--- config.mk ---
export PLATFORM = sky130hd
export DESIGN_NAME = rsd_front
export DESIGN_NICKNAME = d
export VERILOG_FILES = /design/src/design/rsd_pkg.sv /design/src/design/rsd_front.sv
export SDC_FILE = /design/constraint.sdc
export NUM_CORES = 1
export LEC_CHECK = 0
export ABC_AREA = 1
export BUFFER_PORTS_ARGS = -buffer_cell sky130_fd_sc_hd__buf_2
export CAP_MARGIN = 20
export CORE_ASPECT_RATIO = 0.5
export CORE_MARGIN = 2
export CORE_UTILIZATION = 40
export DETAILED_ROUTE_END_ITERATION = 6
export MAX_ROUTING_LAYER = met4
export PLACE_DENSITY = 0.71
export SETUP_SLACK_MARGIN = 0.05
export SKIP_CTS_REPAIR_TIMING = 1
export SLEW_MARGIN = 10
export SYNTH_ARGS = -nofsm -noshare
export SYNTH_HDL_FRONTEND = slang
export SYNTH_SLANG_ARGS = --single-unit
--- constraint.sdc ---
create_clock -name clk -period 4.3 [get_ports clk]
set_clock_uncertainty 0.05 [all_clocks]
set_input_delay 0.43 -clock clk [delete_from_list [all_inputs] [get_ports clk]]
set_output_delay 0.43 -clock clk [all_outputs]
set_load 0.02 [all_outputs]
--- src/design/rsd_pkg.sv ---
// rsd_pkg: shared types, constants and saturating helpers for the
// route sequence schedule decoder; no dependencies
package rsd_pkg;

  localparam int SITE_W   = 6;
  localparam int TIME_W   = 16;
  localparam int MIN_W    = 20;
  localparam int DAY_W    = 6;
  localparam int LOSS_W   = 48;
  localparam int MAX_SITES = 64;
  localparam int TRAV_AW  = 2 * SITE_W;
  localparam int PROD_W   = 37;
  localparam int SPAN_W   = 21;
  localparam int NEED_W   = 22;

  localparam logic [10:0]       DAY_MINUTES = 11'd1440;
  localparam logic [DAY_W-1:0]  DAY_MAX     = '1;
  localparam logic [MIN_W-1:0]  MINUTE_MAX  = '1;
  localparam logic [LOSS_W-1:0] LOSS_MAX    = '1;
  localparam logic [LOSS_W-1:0] LOSS_INIT   = 48'd1;

  typedef enum logic [1:0] {
    REQ_TRAVEL = 2'd0,
    REQ_CLIENT = 2'd1,
    REQ_LIMIT  = 2'd2,
    REQ_SEQ    = 2'd3
  } req_t;

  typedef struct packed {
    req_t              kind;
    logic [SITE_W-1:0] site_a;
    logic [SITE_W-1:0] site_b;
    logic [TIME_W-1:0] travel;
    logic [TIME_W-1:0] work;
    logic [TIME_W-1:0] prio;
    logic [TIME_W-1:0] limit;
    logic [SITE_W-1:0] elem;
    logic              last;
  } item_t;

  typedef struct packed {
    logic              is_visit;
    logic [SITE_W-1:0] worker;
    logic [SITE_W-1:0] client;
    logic [DAY_W-1:0]  day;
    logic [MIN_W-1:0]  start;
    logic [LOSS_W-1:0] loss;
    logic              done;
  } res_t;

  typedef enum logic [3:0] {
    ST_IDLE, ST_HOME, ST_GO, ST_BACK, ST_REGO, ST_REGOT,
    ST_ADV, ST_MUL, ST_POST, ST_LAST, ST_LASTD, ST_EMIT
  } state_t;

  function automatic logic [LOSS_W-1:0] loss_add(input logic [LOSS_W-1:0] acc,
                                                 input logic [PROD_W-1:0] v);
    logic [LOSS_W:0] s;
    s = {1'b0, acc} + {{(LOSS_W+1-PROD_W){1'b0}}, v};
    if (s >= {1'b0, LOSS_MAX}) return LOSS_MAX;
    return s[LOSS_W-1:0];
  endfunction

  function automatic logic [MIN_W-1:0] min_add(input logic [MIN_W-1:0] m,
                                               input logic [TIME_W-1:0] v);
    logic [MIN_W:0] s;
    s = {1'b0, m} + {{(MIN_W+1-TIME_W){1'b0}}, v};
    if (s[MIN_W]) return MINUTE_MAX;
    return s[MIN_W-1:0];
  endfunction

endpackage

--- src/design/rsd_front.sv ---
// rsd_front: input side, packs items into a two-entry queue
// depends on rsd_pkg
module rsd_front import rsd_pkg::*; (
  input  logic              clk,
  input  logic              rst_n,
  input  logic              push,
  output logic              full,
  input  logic [1:0]        in_req_type,
  input  logic [SITE_W-1:0] in_site_a,
  input  logic [SITE_W-1:0] in_site_b,
  input  logic [TIME_W-1:0] in_travel_minutes,
  input  logic [TIME_W-1:0] in_work_minutes,
  input  logic [TIME_W-1:0] in_visit_priority,
  input  logic [TIME_W-1:0] in_limit_minutes,
  input  logic [SITE_W-1:0] in_order_element,
  input  logic              in_last,
  output logic              head_valid,
  output item_t             head,
  input  logic              head_pop
);

  item_t       q_r [2];
  logic        wp_r, rp_r;
  logic [1:0]  cnt_r;
  item_t       item;
  logic        wr, rd;

  always_comb begin
    item.kind   = req_t'(in_req_type);
    item.site_a = in_site_a;
    item.site_b = in_site_b;
    item.travel = in_travel_minutes;
    item.work   = in_work_minutes;
    item.prio   = in_visit_priority;
    item.limit  = in_limit_minutes;
    item.elem   = in_order_element;
    item.last   = in_last;
  end

  assign full       = cnt_r[1];
  assign head_valid = (cnt_r != 2'd0);
  assign head       = q_r[rp_r];
  assign wr         = push && !full;
  assign rd         = head_pop && head_valid;

  always_ff @(posedge clk) begin
    if (wr) begin
      q_r[wp_r] <= item;
    end
  end

  always_ff @(posedge clk) begin
    if (!rst_n) begin
      wp_r  <= 1'b0;
      rp_r  <= 1'b0;
      cnt_r <= 2'd0;
    end else begin
      if (wr) wp_r <= !wp_r;
      if (rd) rp_r <= !rp_r;
      cnt_r <= cnt_r + {1'b0, wr} - {1'b0, rd};
    end
  end

endmodule

After elaboration in Yosys (flattened, before gate mapping)
Memories as Yosys holds them, arrays and structs flattened. A register that Yosys moved wholly into a read port is not among the register bits.
Cells that the tools add are included.
{ "totals": {"reg_bits": 4, "ram_bits": 170, "in_bits": 89, "out_inout_bits": 87, "elab_cells": 16, "memories": 1} }
{ "op_classes": {"n_addsub": 2, "mux": 4, "reduce_logical": 6} }
{ "mem_list": {"columns": ["name", "words", "width", "read_ports", "rd_ports_with_merged_regs", "write_ports", "line", "source"], "rows": [
  ["q_r", 2, 85, 1, 1, 1, "rsd_front.sv:22", "item_t q_r [2];"]
]} }
{ "ops": {"columns": ["op", "count"], "rows": [
  ["2-to-1 mux 1 bit", 4],
  ["zero test 1 bit", 3],
  ["adder 2 x 1 -> 2 bit", 1],
  ["logical AND 1 bit", 2],
  ["nonzero test 2 bit", 1],
  ["subtractor 2 x 1 -> 2 bit", 1]
]} }

Longest topological paths before layout
Gate-level depths: netlist of the first run.
{ "depth": {"ltp_word": 4, "mapped_depth": 9, "mapped_depth_nobuf": 9} }

Worst setup path after synthesis of the first run
OpenSTA, ideal clock, no wires.
{ "synth_path": {"path_kind": "register -> register", "start": "register cnt_r[1]", "end": "memory q_r[0][0] (netlist bit), enable pin", "arrival_ns": 4.143, "required_time_ns": 3.721, "path_slack_ns": -0.422, "path_stages_with_launch": 4, "n_path_buf": 0, "path_cell_list": "dfxtp_1 > inv_1 > nand2_1 > nor2_1"} }
{ "synth_via": {"elab_chain_len": 4} }
{ "synth_lines": {"columns": ["element", "line", "source"], "rows": [
  ["start, declared", "rsd_front.sv:24", "logic [1:0] cnt_r;"],
  ["start signal, assigned", "rsd_front.sv:60", "cnt_r <= cnt_r + {1'b0, wr} - {1'b0, rd};"],
  ["zero test 1 bit", "rsd_front.sv:43", "assign wr = push && !full;"],
  ["logical AND 1 bit", "rsd_front.sv:43", null],
  ["2-to-1 mux 1 bit", "rsd_front.sv:47", "if (wr) begin"],
  ["2-to-1 mux 1 bit (not written as such)", "rsd_front.sv:48", "q_r[wp_r] <= item;"],
  ["end, declared", "rsd_front.sv:22", null]
]} }
Every way passes these cells.

==> results of run 1 <==
## power groups by stage
stage                     combinational [uW]  sequential (uW)  clock (uW)
after floorplan                          772             2250           0
after global placement                  1070             2280           0
after detailed placement                1100             2290           0
after CTS                               1100             2250        1430
after global routing                    1150             2280        1500
final                                   1070             2250        1390
## sequential cells by signal, indices dropped and copies added (netlist names), named ones only
signal  flops
q_r       170
rp_r        1
cnt_r       2
wp_r        1
## kinds of logic (layout without fill, tap and decap cells)
family,count (synthesis),after routing,synth area share
DFF,175,175,0.818
muxes,85,85,0.150
buffers and inverters,16,219,0.0165
and+or+nand+nor,11,11,0.00708
AOI/OAI and AO/OA,6,6,0.00472
adders and majority gates,1,1,0.00197
xor gates and xnor gates,1,1,0.00138
other,0,1,0
## worst paths after layout
| kind | slack, ns | end |
|---|---|---|
| worst max-delay path | 1.62 | head[21] |
| worst min-delay path | 0.16 | q_r[0][1] |
| worst max register to register | 2.21 | q_r[0][64] |
| worst min register to register | 0.43 | flip-flop |
## layout make-up
class | count | area share
Antenna cell | 1 | 0.000311
Clock buffer | 19 | 0.0538
Clock inverter | 12 | 0.0121
Inverter | 7 | 0.00327
Multi-Input combinational cell | 104 | 0.133
Sequential cell | 175 | 0.647
Tap cell | 204 | 0.0317
Timing Repair Buffer | 181 | 0.119
## cells in the final DEF (no fill, tap or decap), drive strengths merged
cell	synthesis	layout
xor2	1	1
dfxtp	5	5
clkinv	0	7
o21ai	2	2
inv	7	7
ha	1	1
a21oi	4	4
edfxtp	170	170
diode	0	1
clkbuf	0	19
nand2	6	6
clkinvlp	0	4
nand3	1	1
bufinv	0	1
buf	9	181
nor2	3	3
nand4	1	1
mux2	85	85
## critical path: stages, from the launching register on
cell     delay (ns)
dfxtp_4        0.83
buf_4          0.39
mux2_2         0.37
buf_2          0.16
## per-layer routing
layer	wire (um)	part of all wire	GRT usage
met5	0	0	-
met4	147	0.012	0.0571
met3	364	0.031	0.0304
met2	6730	0.57	0.269
met1	4550	0.39	0.146
## per-stage QoR
step	utilization	power, uW	instance area, um^2	hold slack (ns)
floorplan	-	3020	6360	0.397
global placement	0.483	3350	7480	0.405
detailed placement	0.485	3390	7510	0.419
CTS	0.519	4780	8040	0.142
global route	0.519	4930	8050	0.134
finish	0.519	4720	8050	0.156
==> flow_metrics.env, run 1 <==
export IMPL_hp_class="input port to flip-flop"
export IMPL_final_hold_viol_count=0
export IMPL_switching_share=0.291
export IMPL_syn_area_um2=6360
export IMPL_power_leakage_uw=0.00300
export IMPL_antenna_found_initial=1
export IMPL_pre_cts_slack_ns=2.00
export IMPL_ant_nets=0
export IMPL_gp_congestion=0.746
export IMPL_clock_latency_ns=0.40
export IMPL_async_reset_ff_frac=0
export IMPL_fin_crit_sh=0.623
export IMPL_viasPerCell=4.63
export IMPL_synth_seq_cells=175
export IMPL_fp_dieH_um=93.2
export IMPL_drc=0
export IMPL_grt_setup_unrepaired="false"
export IMPL_post_synth_top_count_cell="edfxtp_1"
export IMPL_synth_common_cells="edfxtp_1, mux2_1, mux2_2, inv_1, nand2_1"
export IMPL_sequentialPowerShare=0.477
export IMPL_outcome="finished, final reports clean"
export IMPL_p_per_area_nw_per_um2=586
export IMPL_num_vias=3254
export IMPL_drive_gt1_frac=0.490
export IMPL_r2r_start="cnt_r[1]"
export IMPL_synth_area_leader_cell="edfxtp_1"
export IMPL_tightestPinTransition_ns=0.915
export IMPL_clock_power_share=0.295
export IMPL_drt_wl_total_mm=11.8
export IMPL_cts_buffers=17
export IMPL_synth_top_area_frac=0.802
export IMPL_maxCapViolCount=0
export IMPL_timing_final_max_slew_violations=0
export IMPL_overflow=0
export IMPL_synth_edf_count=170
export IMPL_placementRows=32
export IMPL_first_pass_iters=4
export IMPL_intPower_uw=3340
export IMPL_critPathLaunchType="flip-flop"
export IMPL_synth_warnings=0
export IMPL_grt_pass1_vias=3281
export IMPL_nets=576
export IMPL_htree_levels=4
export IMPL_tritoncts="yes"
export IMPL_switching_power_uw=1370
export IMPL_max_vdd_ir_drop_mv=0.321
export IMPL_grt_pass1_wl_mm=17.1
export IMPL_setup_viol=0
export IMPL_synth_cell_type_count=16
export IMPL_initial_utilization=0.411
export IMPL_critPathArrivalTime_ns=2.20
export IMPL_ys_top_cells_by_area="edfxtp_1, mux2_1, mux2_2"
export IMPL_power_frac_comb=0.228
export IMPL_relSlewSlack=0.389
export IMPL_critPathCaptureType="output pin"
export IMPL_ff_latch_area_um2=5210
export IMPL_multiInputGateArea_um2=1070
export IMPL_die_width_um=182
export IMPL_port_buffers=175
export IMPL_grt_max_degree=56
export IMPL_max_freq_mhz=373
export IMPL_dpl_hpwl_mm=7.92
export IMPL_fillerInstances=1232
export IMPL_ios=176
export IMPL_critical_path_max_fanout=55
export IMPL_finalNonFillerCells=703
export IMPL_synthCells=295
export IMPL_ff2ff_path_depth=4
export IMPL_detail_route_wl_per_cell_um=16.8
export IMPL_post_route_min_period_ns=2.68
export IMPL_track_usage=0.142
export IMPL_drt_initial_drc_count=229
export IMPL_clk_path_buf_depth=2
export IMPL_yosysSeqAreaShare=0.818
export IMPL_dieArea_um2=17000
export IMPL_min_delay_start="in_order_element[0]"
export IMPL_placedCellCount=671
export IMPL_syn_num_nets=385
export IMPL_clkTransAtPathRegs_ns=0.07
export IMPL_cp_data_required_time_ns=3.82
export IMPL_hold_path_depth=1
export IMPL_clock_sinks=175
export IMPL_core_area_um2=15500
export IMPL_critPathKind="flip-flop to output pin"
export IMPL_setup_ws_ns=1.62
export IMPL_syn_area_per_cell_um2=21.6
export IMPL_fin_tns_setup_ns=0
export IMPL_ys_flop_type="edfxtp_1"
export IMPL_root_buffer="clkbuf_16"
export IMPL_area_growth_pct=26.4
(Power assumes the default switching activity.)
==> run 2: changes to the inputs <==
==> constraint.sdc (replaced) <==
create_clock -name clk -period 2.3 [get_ports clk]
set_clock_uncertainty 0.05 [all_clocks]
set_input_delay 0.23 -clock clk [delete_from_list [all_inputs] [get_ports clk]]
set_output_delay 0.23 -clock clk [all_outputs]
set_load 0.02 [all_outputs]
==> run 2 against run 1 <==
  * Sequential share of layout area is 7.2 points lower
  * Setup slack lost 1.3 ns
  * Clock power is 130% higher
  * Count of clock-buffer cells in the layout grew 1
  * Critical path type unchanged
  * Critical path depth stayed put
  * Sequential power increased by 83%
  * Global-route usage increased by 0.47 points
  * Via count increased by 10%
==> flow_metrics.env, run 2 (same netlist as run 1, synthesis figures left out) <==
export IMPL_viasPerCell=4.56
export IMPL_overflow=0
export IMPL_p_per_area_nw_per_um2=1060
export IMPL_nets=661
export IMPL_hold_path_depth=3
export IMPL_final_hold_viol_count=0
export IMPL_ff_latch_area_um2=5210
export IMPL_max_vdd_ir_drop_mv=0.564
export IMPL_clkTransAtPathRegs_ns=0.06
export IMPL_clock_sinks=175
export IMPL_clk_path_buf_depth=2
export IMPL_antenna_found_initial=0
export IMPL_root_buffer="clkbuf_16"
export IMPL_utilization=0.585
export IMPL_critPathArrivalTime_ns=1.74
export IMPL_first_pass_iters=4
export IMPL_timing_hold_ws_ns=0.00499
export IMPL_tritoncts="yes"
export IMPL_drc=0
export IMPL_ios=176
export IMPL_drt_wl_total_mm=13.0
export IMPL_max_freq_mhz=494
export IMPL_tightestPinTransition_ns=0.455
export IMPL_top_register="q_r"
export IMPL_track_usage=0.147
export IMPL_grt_max_degree=52
export IMPL_largest_reg_flops=170
export IMPL_timing_final_max_slew_violations=0
export IMPL_area_growth_pct=42.4
export IMPL_cts_buffers=17
export IMPL_multiInputGateArea_um2=1080
export IMPL_critPathKind="flip-flop to output pin"
export IMPL_post_route_min_period_ns=2.02
export IMPL_setup_viol=0
export IMPL_final_common_cell="buf_2"
export IMPL_critPathCaptureType="output pin"
export IMPL_gp_congestion=0.740
export IMPL_grt_pass1_wl_mm=17.9
export IMPL_placementRows=32
export IMPL_fin_tns_setup_ns=0
export IMPL_fp_dieH_um=93.2
export IMPL_drt_initial_drc_count=234
export IMPL_grt_pass1_vias=3407
export IMPL_critical_path_max_fanout=34
export IMPL_htree_levels=4
export IMPL_initial_utilization=0.411
export IMPL_ant_nets=0
export IMPL_antenna_cells=0
export IMPL_core_area_um2=15500
export IMPL_detail_route_wl_per_cell_um=16.5
export IMPL_drive_gt1_frac=0.428
export IMPL_clock_latency_ns=0.41
export IMPL_outcome="finished, final reports clean"
export IMPL_ff2ff_path_depth=4
export IMPL_dieArea_um2=17000
export IMPL_maxCapViolCount=0
export IMPL_critPathLaunchType="flip-flop"
export IMPL_hp_class="input port to flip-flop"
export IMPL_dpl_hpwl_mm=8.05
export IMPL_num_vias=3590
export IMPL_cp_data_required_time_ns=2.02
export IMPL_relSlewSlack=0.697
export IMPL_final_cell_mix="buf_2, edfxtp_1, dlygate4sd3_1, mux2_1, mux2_2"
export IMPL_top_regs="q_r: 170 flops, cnt_r: 2 flops"
export IMPL_power_leakage_uw=0.00344
export IMPL_fin_crit_sh=0.879
export IMPL_grt_setup_unrepaired="false"
export IMPL_fillerInstances=1140
export IMPL_die_width_um=182
export IMPL_port_buffers=175
-- run 2: cell count changes in the layout (fill, tap and decap cells not counted), moves of 2 or more --
cell and change:
clkinvlp_4 -3, buf_12 +4, clkinv_1 -3, dlygate4sd3_1 +85, clkinv_2 +2, bufinv_16 +5, buf_4 -3
-- run 2: final timing paths --
check            start    endpoint  slack [ns]
min              rst_n    cnt_r[0]       0.005
min reg2reg       rp_r   flip-flop        0.42
max          flip-flop    head[12]        0.28
max reg2reg   cnt_r[1]  q_r[0][69]        0.91
-- run 2: worst max-delay path, cell delays in order (launching register included) --
cell     delay (ns)
dfxtp_4        0.36
buf_4          0.39
mux2_2         0.40
buf_2          0.17
-- run 2: stage by stage --
stage	area, um^2	power (uW)	cells	setup slack (ns)
5_1_grt	9060	9960	788	0.183
4_1_cts	8210	9550	703	0.256
3_5_place_dp	7560	6370	671	0.698
3_3_place_gp	7560	6320	671	0.716
6_report	9060	9580	788	0.278
2_1_floorplan	6390	5620	295	0.0623
-- run 2: routing by layer --
metal  routed length (um)  GRT usage
met2                 7230      0.262
met4                  339     0.0712
met5                    0          -
met3                  338     0.0386
met1                 5120      0.154
-- run 2: layout make-up --
class	count	share of cell area
clock buffer	20	0.0482
multi-input combinational	104	0.119
clock inverter	12	0.0238
tap	204	0.0282
inverter	7	0.00318
sequential	175	0.575
timing repair buffer	266	0.202
-- run 2: report_power, final --
part	internal, uW	total (uW)	switching, uW
clock network	2030	3180	1150
registers	4010	4120	108
logic	899	2280	1380
total	6940	9580	2640
==> run 3: changes to the inputs <==
--- a/config.mk
+++ b/config.mk
@@ -5,7 +5,6 @@
 export SDC_FILE = /design/constraint.sdc
 export NUM_CORES = 1
 export LEC_CHECK = 0
-export ABC_AREA = 1
 export BUFFER_PORTS_ARGS = -buffer_cell sky130_fd_sc_hd__buf_2
 export CAP_MARGIN = 20
 export CORE_ASPECT_RATIO = 0.5
==> run 3 against run 2 <==
  * Combinational power shrank 18%
  * Via count increased by 0.31%
  * Largest power group unchanged
  * Global-route usage is 0.29 points lower
  * Synthesized cell count down 1.4%
  * Cell area fell by 0.54%
  * Area after synthesis increased by 0.31%
==> flow_metrics.env, run 3 <==
export IMPL_critPathCaptureType="output pin"
export IMPL_gp_congestion=0.768
export IMPL_area_growth_pct=41.1
export IMPL_yosysSeqAreaShare=0.815
export IMPL_drive_gt1_frac=0.435
export IMPL_ff2ff_path_depth=3
export IMPL_outcome="finished, final reports clean"
export IMPL_ys_top_cells_by_area="edfxtp_1, mux2_1, mux2_2"
export IMPL_synth_seq_cells=175
export IMPL_post_route_min_period_ns=2.09
export IMPL_clock_sinks=175
export IMPL_maxCapViolCount=0
export IMPL_switching_share=0.273
export IMPL_clk_path_buf_depth=2
export IMPL_track_usage=0.144
export IMPL_clock_power_share=0.321
export IMPL_dpl_hpwl_mm=7.91
export IMPL_synthCells=291
export IMPL_tightestPinTransition_ns=0.465
export IMPL_synth_common_cells="edfxtp_1, mux2_1, mux2_2, buf_6, dfxtp_1"
export IMPL_port_buffers=175
export IMPL_grt_max_degree=78
export IMPL_final_hold_viol_count=0
export IMPL_switching_power_uw=2340
export IMPL_syn_num_nets=381
export IMPL_regToRegSetupSlack_ns=0.78
export IMPL_critPathLaunchType="flip-flop"
export IMPL_antenna_cells=0
export IMPL_synth_edf_count=170
export IMPL_largest_reg_flops=170
export IMPL_antenna_found_initial=0
export IMPL_drt_initial_drc_count=195
export IMPL_power_frac_comb=0.216
export IMPL_critPathArrivalTime_ns=1.81
export IMPL_core_area_um2=15500
export IMPL_cts_buffers=17
export IMPL_min_delay_start="rst_n"
export IMPL_synth_cell_type_count=22
export IMPL_grt_setup_unrepaired="false"
export IMPL_cp_data_required_time_ns=2.02
export IMPL_dieArea_um2=17000
export IMPL_wl_met1_mm=5.08
export IMPL_min_to="wp_r"
export IMPL_viasPerCell=4.59
export IMPL_ios=176
export IMPL_drt_wl_total_mm=13.1
export IMPL_wl_met3_um=333
export IMPL_synth_warnings=0
export IMPL_intPower_uw=6250
export IMPL_critical_path_max_fanout=29
export IMPL_placedCellCount=670
export IMPL_relSlewSlack=0.690
export IMPL_top_register="q_r"
export IMPL_htree_levels=4
export IMPL_final_common_cell="buf_2"
export IMPL_p_per_area_nw_per_um2=954
export IMPL_sequentialPowerShare=0.463
export IMPL_post_synth_top_count_cell="edfxtp_1"
export IMPL_final_cell_mix="buf_2, edfxtp_1, dlygate4sd3_1, mux2_1, mux2_2"
export IMPL_max_freq_mhz=478
export IMPL_async_reset_ff_frac=0
export IMPL_max_vdd_ir_drop_mv=0.573
export IMPL_synth_area_leader_cell="edfxtp_1"
export IMPL_fp_dieH_um=93.3
export IMPL_power_leakage_uw=0.00340
export IMPL_drc=0
export IMPL_hp_class="input port to flip-flop"
export IMPL_syn_area_um2=6380
export IMPL_clock_latency_ns=0.40
export IMPL_placementRows=32
export IMPL_r2r_end="q_r[0][50]"
export IMPL_setup_ws_ns=0.209
export IMPL_grt_pass1_wl_mm=17.8
export IMPL_first_pass_iters=4
export IMPL_clkTransAtPathRegs_ns=0.06
export IMPL_synth_top_area_frac=0.800
export IMPL_ant_nets=0
export IMPL_overflow=0
export IMPL_tritoncts="yes"
export IMPL_finalNonFillerCells=785
export IMPL_root_buffer="clkbuf_16"
export IMPL_initial_utilization=0.412
export IMPL_hold_path_depth=2
export IMPL_fin_crit_sh=0.909
export IMPL_die_width_um=183
export IMPL_wl_met2_mm=7.47
export IMPL_setup_viol=0
export IMPL_grt_pass1_vias=3466
export IMPL_fin_tns_setup_ns=0
export IMPL_timing_final_max_slew_violations=0
export IMPL_top_layer="met4"
export IMPL_critPathKind="flip-flop to output pin"
export IMPL_detail_route_wl_per_cell_um=16.7
export IMPL_num_vias=3601
export IMPL_pre_cts_slack_ns=0.608
export IMPL_ys_flop_type="edfxtp_1"
export IMPL_syn_area_per_cell_um2=21.9
export IMPL_r2r_start="cnt_r[1]"
export IMPL_top_regs="q_r: 170 flops, cnt_r: 2 flops"
export IMPL_nets=660
## run 3: critical path, stage by stage (launching register included)
cell and delay (ns):
dfxtp_4 0.64, buf_12 0.24, mux2_1 0.35, buf_2 0.17
## run 3: power by group through the flow
stage / registers (uW) / logic (uW) / clock network (uW)
CTS: 3990 / 1760 / 2840
global placement: 4040 / 1740 / 0
global route: 4010 / 1970 / 2970
floorplan: 3980 / 1200 / 0
detailed placement: 4060 / 1760 / 0
finish: 3980 / 1860 / 2760
## run 3: stage by stage
stage               hold WS (ns)  instance area, um^2  power [uW]   util
detailed placement         0.371                 7600        5810  0.490
global placement           0.367                 7600        5780  0.490
floorplan                  0.279                 6410        5180      -
finish                    0.0328                 9010        8600  0.581
CTS                      -0.0629                 8160        8590  0.527
global route              0.0356                 9010        8960  0.581
## run 3: cells by family (layout without fill, tap and decap cells)
group	after synthesis	after routing	synth area share
adders and majority gates	1	1	0.00196
xor gates and xnor gates	1	1	0.00137
buffers and inverters	10	300	0.0129
DFF	175	175	0.815
muxes	85	85	0.150
and+or+nand+nor	14	14	0.0137
AOI/OAI and AO/OA	5	5	0.00470
## run 3: layout make-up
| class | instances | area, um^2 |
|---|---|---|
| fill | 1183 | 6480 |
| sequential | 175 | 5210 |
| timing repair buffer | 269 | 1860 |
| multi-input combinational | 106 | 1120 |
| clock buffer | 18 | 429 |
| tap | 204 | 255 |
| clock inverter | 12 | 134 |
| inverter | 1 | 3.75 |
## run 3: how the worst max path moves through the flow
stage               from   endpoint  slack (ns)  cells after the start
2_1_floorplan   cnt_r[1]  q_r[0][0]        0.02                      2
3_3_place_gp   flip-flop   head[15]        0.61                      3
3_5_place_dp   flip-flop   head[15]        0.61                      3
4_1_cts        flip-flop   head[15]        0.17                      3
5_1_grt        flip-flop   head[68]        0.12                      3
6_report       flip-flop   head[53]        0.21                      3
## run 3: layer usage
layer  GRT usage  up-vias
li1            -     1711
met1       0.154     1798
met2       0.271       76
met3      0.0304       16
met4      0.0444        0
met5           -        -
